--- config.mk ---
export PLATFORM = sky130hd
export DESIGN_NAME = char_lcd_write_sequencer_core
export DESIGN_NICKNAME = d
export VERILOG_FILES = /design/src/rtl/core/clwseq_pkg.sv /design/src/rtl/core/clwseq_front.sv /design/src/rtl/core/clwseq_queue.sv /design/src/rtl/core/clwseq_back.sv /design/src/rtl/core/char_lcd_write_sequencer_core.sv
export SDC_FILE = /design/constraint.sdc
export NUM_CORES = 2
export LEC_CHECK = 0
export BUFFER_PORTS_ARGS = -buffer_cell sky130_fd_sc_hd__buf_2
export CAP_MARGIN = 20
export CORE_UTILIZATION = 40
export CTS_CLUSTER_SIZE = 30
export DETAILED_ROUTE_END_ITERATION = 8
export PLACE_DENSITY = 0.54
export SLEW_MARGIN = 10
export SYNTH_ARGS = -nofsm -noshare
export SYNTH_HDL_FRONTEND = slang
export SYNTH_SLANG_ARGS = --single-unit
--- constraint.sdc ---
create_clock -name clk_i -period 8.4 [get_ports clk_i]
set_clock_uncertainty 0.2 [all_clocks]
set_input_delay 0.42 -clock clk_i [delete_from_list [all_inputs] [get_ports clk_i]]
set_output_delay 0.42 -clock clk_i [all_outputs]
set_load 0.05 [all_outputs]
--- src/rtl/core/clwseq_pkg.sv ---
// shared types and constants of the character lcd write sequencer
package clwseq_pkg;

  // request type codes
  localparam logic [2:0] REQ_DATA   = 3'd0;
  localparam logic [2:0] REQ_CMD    = 3'd1;
  localparam logic [2:0] REQ_CURSOR = 3'd2;
  localparam logic [2:0] REQ_NUMBER = 3'd3;
  localparam logic [2:0] REQ_GLYPH  = 3'd4;

  // lcd command bits and character codes
  localparam logic [7:0] CGRAM_SET  = 8'h40;
  localparam logic       DDRAM_SET  = 1'b1;
  localparam logic [7:0] ASCII_ZERO = 8'h30;

  // divide by ten as multiply by reciprocal, exact for any 32-bit value
  localparam logic [31:0] RECIP_TEN   = 32'hCCCC_CCCD;
  localparam int          RECIP_SHIFT = 35;

  // glyph run steps
  localparam logic [3:0] STEP_CGRAM     = 4'd0;
  localparam logic [3:0] STEP_ROW_FIRST = 4'd1;
  localparam logic [3:0] STEP_ROW_LAST  = 4'd8;
  localparam logic [3:0] STEP_CURSOR    = 4'd9;
  localparam logic [3:0] STEP_SLOT      = 4'd10;

  // kind of job handed from front to back
  typedef enum logic [1:0] {
    K_SINGLE = 2'd0,
    K_NUMBER = 2'd1,
    K_GLYPH  = 2'd2
  } kind_e;

  // classified job, digits travel beside it
  typedef struct packed {
    kind_e       kind;
    logic        rs;
    logic [7:0]  wbyte;
    logic        bad;
    logic [2:0]  slot;
    logic [7:0]  addr;
    logic [63:0] rows;
  } job_t;

endpackage

--- src/rtl/core/clwseq_front.sv ---
// front end: accepts requests, classifies them and converts numbers to digits
module clwseq_front #(
  parameter int MAX_DIGITS = 10,
  parameter int DW         = MAX_DIGITS * 4,
  parameter int CW         = $clog2(MAX_DIGITS + 1)
) (
  input  logic                clk_i,
  input  logic                rst_ni,
  input  logic                start,
  output logic                busy,
  input  logic [2:0]          req_type_i,
  input  logic [7:0]          byte_value_i,
  input  logic [1:0]          row_i,
  input  logic [5:0]          column_i,
  input  logic [31:0]         number_i,
  input  logic [2:0]          glyph_slot_i,
  input  logic [63:0]         glyph_rows_i,
  input  logic                full_i,
  output logic                push_o,
  output clwseq_pkg::job_t    job_o,
  output logic [DW-1:0]       digits_o,
  output logic [CW-1:0]       count_o
);
  import clwseq_pkg::*;

  typedef enum logic [3:0] {
    F_IDLE = 4'b0001,
    F_MUL  = 4'b0010,
    F_DIG  = 4'b0100,
    F_PUSH = 4'b1000
  } fstate_e;

  fstate_e        state_q, state_d;
  job_t           job_q, job_d;
  logic [31:0]    val_q, val_d;
  logic [63:0]    prod_q, prod_d;
  logic [DW-1:0]  digits_q, digits_d;
  logic [CW-1:0]  cnt_q, cnt_d;

  logic [28:0]    quot;
  logic [3:0]     quot_ten_lo;
  logic [3:0]     rem;
  logic [CW-1:0]  cnt_inc;

  // quotient and remainder of the current value by ten
  assign quot        = prod_q[63:RECIP_SHIFT];
  assign quot_ten_lo = {quot[0], 3'b000} + {quot[2:0], 1'b0};
  assign rem         = val_q[3:0] - quot_ten_lo;
  assign cnt_inc     = cnt_q + CW'(1);

  // request classification and digit loop
  always_comb begin
    state_d  = state_q;
    job_d    = job_q;
    val_d    = val_q;
    prod_d   = prod_q;
    digits_d = digits_q;
    cnt_d    = cnt_q;
    unique case (state_q)
      F_IDLE: begin
        if (start) begin
          job_d.kind  = K_SINGLE;
          job_d.rs    = 1'b0;
          job_d.wbyte = byte_value_i;
          job_d.bad   = 1'b0;
          job_d.slot  = glyph_slot_i;
          job_d.addr  = {DDRAM_SET, row_i[0], column_i};
          job_d.rows  = glyph_rows_i;
          state_d     = F_PUSH;
          case (req_type_i)
            REQ_DATA: job_d.rs = 1'b1;
            REQ_CMD: ;
            REQ_CURSOR: begin
              job_d.wbyte = row_i[1] ? 8'h00 : {DDRAM_SET, row_i[0], column_i};
              job_d.bad   = row_i[1];
            end
            REQ_NUMBER: begin
              job_d.kind = K_NUMBER;
              val_d      = number_i;
              cnt_d      = '0;
              digits_d   = '0;
              state_d    = F_MUL;
            end
            REQ_GLYPH: begin
              if (row_i[1]) begin
                job_d.wbyte = 8'h00;
                job_d.bad   = 1'b1;
              end else begin
                job_d.kind = K_GLYPH;
              end
            end
            default: state_d = F_IDLE;
          endcase
        end
      end
      F_MUL: begin
        prod_d  = 64'(val_q) * 64'(RECIP_TEN);
        state_d = F_DIG;
      end
      F_DIG: begin
        digits_d = (digits_q << 4) | DW'(rem);
        cnt_d    = cnt_inc;
        val_d    = {3'b000, quot};
        if (quot == '0 || cnt_inc == CW'(MAX_DIGITS)) begin
          state_d = F_PUSH;
        end else begin
          state_d = F_MUL;
        end
      end
      F_PUSH: begin
        if (!full_i) begin
          state_d = F_IDLE;
        end
      end
      default: state_d = F_IDLE;
    endcase
  end

  // control registers
  always_ff @(posedge clk_i or negedge rst_ni) begin
    if (!rst_ni) begin
      state_q <= F_IDLE;
    end else begin
      state_q <= state_d;
    end
  end

  // payload registers
  always_ff @(posedge clk_i) begin
    job_q    <= job_d;
    val_q    <= val_d;
    prod_q   <= prod_d;
    digits_q <= digits_d;
    cnt_q    <= cnt_d;
  end

  assign busy     = (state_q != F_IDLE);
  assign push_o   = (state_q == F_PUSH) && !full_i;
  assign job_o    = job_q;
  assign digits_o = digits_q;
  assign count_o  = cnt_q;

endmodule

--- src/rtl/core/clwseq_queue.sv ---
// two-entry job queue between front and back
module clwseq_queue #(
  parameter int W = 8
) (
  input  logic         clk_i,
  input  logic         rst_ni,
  input  logic         push_i,
  input  logic [W-1:0] data_i,
  output logic         full_o,
  input  logic         pop_i,
  output logic         avail_o,
  output logic [W-1:0] data_o
);

  logic [W-1:0] mem_q [2];
  logic         wr_ptr_q, rd_ptr_q;
  logic [1:0]   fill_q;

  // pointers and fill level
  always_ff @(posedge clk_i or negedge rst_ni) begin
    if (!rst_ni) begin
      wr_ptr_q <= 1'b0;
      rd_ptr_q <= 1'b0;
      fill_q   <= 2'd0;
    end else begin
      if (push_i) begin
        wr_ptr_q <= ~wr_ptr_q;
      end
      if (pop_i) begin
        rd_ptr_q <= ~rd_ptr_q;
      end
      fill_q <= fill_q + {1'b0, push_i} - {1'b0, pop_i};
    end
  end

  // entry storage
  always_ff @(posedge clk_i) begin
    if (push_i) begin
      mem_q[wr_ptr_q] <= data_i;
    end
  end

  assign full_o  = (fill_q == 2'd2);
  assign avail_o = (fill_q != 2'd0);
  assign data_o  = mem_q[rd_ptr_q];

endmodule

--- src/rtl/core/clwseq_back.sv ---
// back end: expands one job into its run of bus writes
module clwseq_back #(
  parameter int MAX_DIGITS = 10,
  parameter int DW         = MAX_DIGITS * 4,
  parameter int CW         = $clog2(MAX_DIGITS + 1)
) (
  input  logic              clk_i,
  input  logic              rst_ni,
  input  logic              avail_i,
  output logic              pop_o,
  input  clwseq_pkg::job_t  job_i,
  input  logic [DW-1:0]     digits_i,
  input  logic [CW-1:0]     count_i,
  output logic              out_valid_o,
  output logic              reg_select_o,
  output logic [7:0]        bus_byte_o,
  output logic              bad_row_o,
  output logic              last_o
);
  import clwseq_pkg::*;

  typedef enum logic [1:0] {
    B_IDLE = 2'b01,
    B_RUN  = 2'b10
  } bstate_e;

  bstate_e        state_q, state_d;
  job_t           job_q, job_d;
  logic [DW-1:0]  digits_q, digits_d;
  logic [CW-1:0]  cnt_q, cnt_d;
  logic [3:0]     step_q, step_d;

  logic           valid_q, valid_d;
  logic           rs_q, rs_d;
  logic [7:0]     byte_q, byte_d;
  logic           bad_q, bad_d;
  logic           last_q, last_d;

  assign pop_o = (state_q == B_IDLE) && avail_i;

  // one write per cycle while running
  always_comb begin
    state_d  = state_q;
    job_d    = job_q;
    digits_d = digits_q;
    cnt_d    = cnt_q;
    step_d   = step_q;
    valid_d  = 1'b0;
    rs_d     = rs_q;
    byte_d   = byte_q;
    bad_d    = 1'b0;
    last_d   = 1'b0;
    unique case (state_q)
      B_IDLE: begin
        if (avail_i) begin
          job_d    = job_i;
          digits_d = digits_i;
          cnt_d    = count_i;
          step_d   = STEP_CGRAM;
          state_d  = B_RUN;
        end
      end
      B_RUN: begin
        valid_d = 1'b1;
        case (job_q.kind)
          K_SINGLE: begin
            rs_d    = job_q.rs;
            byte_d  = job_q.wbyte;
            bad_d   = job_q.bad;
            last_d  = 1'b1;
            state_d = B_IDLE;
          end
          K_NUMBER: begin
            // most significant digit sits in the low nibble
            rs_d     = 1'b1;
            byte_d   = ASCII_ZERO | {4'h0, digits_q[3:0]};
            digits_d = digits_q >> 4;
            cnt_d    = cnt_q - CW'(1);
            if (cnt_q == CW'(1)) begin
              last_d  = 1'b1;
              state_d = B_IDLE;
            end
          end
          default: begin
            step_d = step_q + 4'd1;
            case (step_q) inside
              STEP_CGRAM: begin
                rs_d   = 1'b0;
                byte_d = CGRAM_SET | {2'b00, job_q.slot, 3'b000};
              end
              [STEP_ROW_FIRST:STEP_ROW_LAST]: begin
                rs_d       = 1'b1;
                byte_d     = job_q.rows[7:0];
                job_d.rows = job_q.rows >> 8;
              end
              STEP_CURSOR: begin
                rs_d   = 1'b0;
                byte_d = job_q.addr;
              end
              default: begin
                rs_d    = 1'b1;
                byte_d  = {5'b00000, job_q.slot};
                last_d  = 1'b1;
                state_d = B_IDLE;
              end
            endcase
          end
        endcase
      end
      default: state_d = B_IDLE;
    endcase
  end

  // control registers
  always_ff @(posedge clk_i or negedge rst_ni) begin
    if (!rst_ni) begin
      state_q <= B_IDLE;
      valid_q <= 1'b0;
    end else begin
      state_q <= state_d;
      valid_q <= valid_d;
    end
  end

  // payload registers
  always_ff @(posedge clk_i) begin
    job_q    <= job_d;
    digits_q <= digits_d;
    cnt_q    <= cnt_d;
    step_q   <= step_d;
    rs_q     <= rs_d;
    byte_q   <= byte_d;
    bad_q    <= bad_d;
    last_q   <= last_d;
  end

  assign out_valid_o  = valid_q;
  assign reg_select_o = rs_q;
  assign bus_byte_o   = byte_q;
  assign bad_row_o    = bad_q;
  assign last_o       = last_q;

endmodule

--- src/rtl/core/char_lcd_write_sequencer_core.sv ---
// top level of the character lcd write sequencer
//
// A request is taken at a rising edge with start high and busy low. Its
// fields select one of: data byte, command byte, cursor move, decimal
// number or custom glyph. Each resulting bus write appears for exactly one
// cycle with out_valid_o high; last_o marks the final write of a run and
// bad_row_o marks the single error write of a cursor or glyph request
// with row above 1. Unused request types produce no writes.
// A single write passes the front end push state, the job queue, the
// emitter run state and its output registers; a glyph run is 11 writes
// on consecutive cycles. A number takes a reciprocal multiply step, then a
// remainder step, per digit in the front end, then one write per cycle per
// digit. A two-entry job queue splits the front end and the write emitter,
// so a new request is taken while earlier runs are still being written;
// busy stays high while a number converts and until its job is queued.
// Reset clears the front end, queue and emitter; nothing is in flight after.
// Writes cannot be held off by the receiver.
module char_lcd_write_sequencer_core #(
  parameter int MAX_DIGITS = 10
) (
  input  logic        clk_i,
  input  logic        rst_ni,
  input  logic        start,
  output logic        busy,
  input  logic [2:0]  req_type_i,
  input  logic [7:0]  byte_value_i,
  input  logic [1:0]  row_i,
  input  logic [5:0]  column_i,
  input  logic [31:0] number_i,
  input  logic [2:0]  glyph_slot_i,
  input  logic [63:0] glyph_rows_i,
  output logic        out_valid_o,
  output logic        reg_select_o,
  output logic [7:0]  bus_byte_o,
  output logic        bad_row_o,
  output logic        last_o
);
  import clwseq_pkg::*;

  localparam int DW = MAX_DIGITS * 4;
  localparam int CW = $clog2(MAX_DIGITS + 1);
  localparam int JW = $bits(job_t);
  localparam int QW = JW + DW + CW;

  logic           push, full, pop, avail;
  job_t           front_job, back_job;
  logic [DW-1:0]  front_digits, back_digits;
  logic [CW-1:0]  front_count, back_count;
  logic [QW-1:0]  q_wdata, q_rdata;

  // request intake and classification
  clwseq_front #(
    .MAX_DIGITS(MAX_DIGITS),
    .DW(DW),
    .CW(CW)
  ) u_front (
    .clk_i(clk_i),
    .rst_ni(rst_ni),
    .start(start),
    .busy(busy),
    .req_type_i(req_type_i),
    .byte_value_i(byte_value_i),
    .row_i(row_i),
    .column_i(column_i),
    .number_i(number_i),
    .glyph_slot_i(glyph_slot_i),
    .glyph_rows_i(glyph_rows_i),
    .full_i(full),
    .push_o(push),
    .job_o(front_job),
    .digits_o(front_digits),
    .count_o(front_count)
  );

  // job queue
  assign q_wdata = {front_job, front_digits, front_count};

  clwseq_queue #(
    .W(QW)
  ) u_queue (
    .clk_i(clk_i),
    .rst_ni(rst_ni),
    .push_i(push),
    .data_i(q_wdata),
    .full_o(full),
    .pop_i(pop),
    .avail_o(avail),
    .data_o(q_rdata)
  );

  assign back_job    = job_t'(q_rdata[QW-1 -: JW]);
  assign back_digits = q_rdata[CW +: DW];
  assign back_count  = q_rdata[CW-1:0];

  // write emitter
  clwseq_back #(
    .MAX_DIGITS(MAX_DIGITS),
    .DW(DW),
    .CW(CW)
  ) u_back (
    .clk_i(clk_i),
    .rst_ni(rst_ni),
    .avail_i(avail),
    .pop_o(pop),
    .job_i(back_job),
    .digits_i(back_digits),
    .count_i(back_count),
    .out_valid_o(out_valid_o),
    .reg_select_o(reg_select_o),
    .bus_byte_o(bus_byte_o),
    .bad_row_o(bad_row_o),
    .last_o(last_o)
  );

  // the error write is always a lone command write of zero ending its run
  a_bad_row_shape: assert property (@(posedge clk_i) disable iff (!rst_ni)
    (out_valid_o && bad_row_o) |-> (last_o && !reg_select_o && bus_byte_o == 8'h00))
    else $error("error write malformed");

  // the queue never takes a job while full
  a_no_overflow: assert property (@(posedge clk_i) disable iff (!rst_ni)
    full |-> !push)
    else $error("push into full queue");

  // a job is popped only when one is waiting
  a_no_underflow: assert property (@(posedge clk_i) disable iff (!rst_ni)
    pop |-> avail)
    else $error("pop from empty queue");

  // a transfer of a known request kind keeps the front end busy next cycle
  a_accept_busy: assert property (@(posedge clk_i) disable iff (!rst_ni)
    (start && !busy && req_type_i <= REQ_GLYPH) |=> busy)
    else $error("front end idle after accepting a request");

endmodule
==> metrics.md <==
| Metric | Value |
|---|---|
| Critical path class | `register to register` |
| Max Slew Vio Count | `0` |
| CP most frequent cell | `fa_1` |
| Worst r2r src | `u_front.val_q[18]$_DFFE_PP_` |
| Post-synthesis sequential area ratio | `a little under half` |
| Filler instances | `8748` |
| CORE AREA | `just under 100000 µm²` |
| Clock buffer depth | `3` |
| Site row count | `114` |
| # IOs | `roughly 130` |
| Final Cycle Share | `around 95%` |
| Yosys top cell area share | `roughly 45%` |
| #FFs+latches synth | `607` |
| Final ANT Viol Nets | `0` |
| Syn nets | `3912` |
| Overflow after GRT | `0` |
| Crit path buf inv count | `6` |
| Initial Util | `between 40 and 50%` |
| Worst path cell trace | `ha_1 > inv_1 > fa_1 > inv_1 > fa_1 > inv_1 > fa_1 > inv_1 > fa_1 > fa_1 > fa_1 > inv_1 > fa_1 > inv_1 > ha_1 > nand4_1 > nor4_1 > nand2_1 > o21ai_1 > a211oi_2 > o211ai_2 > a211oi_2 > o41ai_2 > xor2_1` |
| Post-Route WL | `102000 µm` |
| Worst-skew pair later-pin latency | `630 ps` |
| Avg Cell Area, Syn | `roughly 13 µm²` |
| Via count | `23300` |
| Post-CTS Setup Inserts | `0` |
| CP max stage cell | `ha_1` |
| Reg clk slew, reported paths | `70 ps` |
| TritonCTS clock tree | `yes` |
| Setup violators final | `0` |
| Hold path depth | `3` |
| Layout cell share with drive strength beyond 1 | `9.52%` |
| Cell variety after synth | `70` |
| Gr usage total | `21.1%` |
| Status | `finished, violations left` |
| Top cells by count, synth | `edfxtp_1 (594), inv_1 (567), fa_1 (387)` |
| Die area | `99600 µm²` |
| Synth Area in Adders | `31.3%` |
| Most numerous cell in the Yosys netlist | `edfxtp_1` |
| F_max | `about 130 MHz` |
| Final Hold Viols | `0` |
| Max-Cap Viols | `0` |
| First-pass DRT Iterations | `9` |
| CP peak stage delay | `approximately 640 ps` |
| Die extent in y | `between 300 and 400 µm` |
| Delay-heaviest family, CP | `adder cells` |
| Startpoint types | `register` |
| Vias in the first global route | `25300` |
| Clock tree root buffer cell | `clkbuf_16` |
| CP endpoint kind | `register` |
| Worst path required time | `around 8600 ps` |
| Mapped Cells | `3041` |
| Hold Startpoint | `number_i[21]` |
| Via/cell ratio | `around 5` |
| Cell taking the most area after synthesis | `edfxtp_1` |
| DRT iter0 DRCs | `1433` |
| Die width | `~320 µm` |
| Post-synth ARST share | `1.81%` |
| Critical Path AT | `roughly 8200 ps` |
| Num Clock Sinks | `between 600 and 700` |
| Mapped Area | `39300 µm²` |
| Nets@finish | `4187` |
| Hold WC Path Type | `primary input to register` |
| Worst slew margin | `29.5%` |
| First-pass GRT wire length | `156000 µm` |
| Min-Delay Endpoint | `u_front.val_q[21]$_DFFE_PP_` |
| Worst reg2reg setup slack | `410 ps` |
| RD Place Congestion | `between 0.9 and 1` |
| Crit Path Max Fanout | `5` |
| Buffers on Ports | `133` |
| Mux share of post-synthesis cell area | `3.51%` |
| Setup total negative slack | `0 ps` |
| Post-CTS Resized | `0` |
| Largest family of logic cells by synthesized area | `adder cells` |
| FF-to-FF path depth | `24` |
| RR Endpoint | `u_front.prod_q[56]$_DFFE_PN_` |
| Area delta synth->final | `14.9%` |
| Deepest level of the CTS H-tree | `3` |
| Inserted Diodes | `0` |
| Post-synth EDFFs | `594` |
| Xor/xnor share of the synthesized area | `between 2 and 2.5%` |
| Synth Area in Simple Gates | `between 5 and 6%` |
| Detailed-route wire length per cell | `22.0 µm` |
| Synth area leaders | `edfxtp_1 (45%), fa_1 (20%), ha_1 (12%), inv_1 (5.4%), mux2i_1 (2.9%)` |
| TritonCTS Buffers | `69` |
| YS warnings | `0` |
| Synth Area in Compound Gates | `roughly 5.4%` |
| RSZ-0062 raised after global routing | `false` |
| Drt drc | `9` |
| Least-Margin Pin Slew | `1060 ps` |
| Violated checks | `DRC` |
| Most used flip-flop cell after synthesis | `edfxtp_1` |
| Final Critical Period | `7990 ps` |
| Initial antenna violation count | `1` |
| Largest net degree at the start of global routing | `131` |
| HPWL after DPL | `78800 µm` |
## layout by cell type (no fill, tap or decap), types with 9 or more instances in the layout
| master | n |
|---|---|
| nor2_1 | 76 |
| ha_1 | 362 |
| clkbuf_1 | 9 |
| xor2_1 | 54 |
| xnor2_1 | 37 |
| and2_1 | 47 |
| o21bai_1 | 10 |
| buf_4 | 26 |
| buf_2 | 133 |
| clkbuf_16 | 70 |
| clkinv_2 | 10 |
| nor3_1 | 18 |
| nand3_1 | 15 |
| mux2_2 | 22 |
| o21ai_0 | 133 |
| dlygate4sd3_1 | 119 |
| nor2b_1 | 15 |
| a22o_1 | 15 |
| a21o_1 | 34 |
| inv_1 | 567 |
| nand2_1 | 248 |
| nand4_1 | 15 |
| clkinv_1 | 11 |
| edfxtp_1 | 594 |
| mux2i_1 | 113 |
| bufinv_16 | 11 |
| fa_1 | 387 |
| a21oi_1 | 82 |
## flip-flops by register name (all words and copies together) (netlist names), 2 cells and up
| name | count |
|---|---|
| u_back.state_q | 2 |
| u_front.val_q | 32 |
| u_back.bus_byte_o | 8 |
| u_front.count_o | 4 |
| u_back.job_q | 86 |
| u_queue.fill_q | 2 |
| u_back.digits_q | 40 |
| u_front.prod_q | 29 |
| u_queue.mem_q | 260 |
| u_front.digits_o | 40 |
| u_front.state_q | 4 |
| u_back.step_q | 4 |
| u_front.job_o | 86 |
| u_back.cnt_q | 4 |
## worst reg2reg max path, cell delays in order (launching register included)
cell	delay, ps
edfxtp_1	590
ha_1	640
inv_1	190
fa_1	540
inv_1	60
fa_1	540
inv_1	80
fa_1	560
inv_1	100
fa_1	560
fa_1	450
fa_1	500
inv_1	50
fa_1	470
inv_1	40
ha_1	340
nand4_1	200
nor4_1	400
nand2_1	80
o21ai_1	170
a211oi_2	90
o211ai_2	250
a211oi_2	150
o41ai_2	370
xor2_1	110
## what timing repair did
item,4_1_cts,5_1_grt
endpoints found under the setup margin,0,0
hold endpoints to repair,127,0
hold buffers,119,0
## cells by family after synthesis
logic type | Yosys count
xor gates and xnor gates | 91
buffers and inverters | 643
adders and majority gates | 750
muxes | 135
and+or+nand+nor | 475
DFF | 607
AOI/OAI and AO/OA | 340
## layout make-up
cell class,count,area [µm²],share of cell area (%)
sequential,607,18200,40.2
tap,1276,1600,3.53
multi-input combinational,1791,18800,41.6
clock buffer,81,1810,4.01
timing repair buffer,280,2080,4.61
inverter,567,2130,4.71
clock inverter,46,589,1.30
## worst max-delay path by stage
stage	from	depth (start not counted)	endpoint
after detailed placement	u_front.val_q[19]$_DFFE_PP_	24	u_front.prod_q[56]$_DFFE_PN_
after floorplan	u_front.state_q[1]$_DFFE_PN0P_	3	u_queue.mem_q[0][0]$_DFFE_PP_
after global routing	u_front.val_q[19]$_DFFE_PP_	23	u_front.prod_q[61]$_DFFE_PN_
final	u_front.val_q[18]$_DFFE_PP_	24	u_front.prod_q[56]$_DFFE_PN_
after CTS	u_front.val_q[19]$_DFFE_PP_	24	u_front.prod_q[56]$_DFFE_PN_
after global placement	u_front.val_q[19]$_DFFE_PP_	24	u_front.prod_q[56]$_DFFE_PN_
## layer usage
metal / part of all wire (%) / vias up / GRT usage [%]
met3: 4.2 / 151 / 3.11
met5: 0.012 / - / 0
li1: - / 10800 / -
met1: 44 / 11800 / 28.0
met4: 2.7 / 2 / 6.13
met2: 49 / 543 / 35.9
## metrics by stage
step	hold WS, ps	instances	instance area (µm²)	util, %	setup slack [ps]
floorplan	-75.6	3041	39300	-	1260
finish	43.5	4648	45200	46.6	411
CTS	22.0	4647	45200	46.6	452
global route	28.3	4648	45200	46.6	110
global placement	133	4400	41600	42.9	449
detailed placement	140	4401	41600	42.9	494
Power is left out: the tool's default activity adds up to more than one toggle a clock period on the data nets, which glitch-free logic cannot reach.
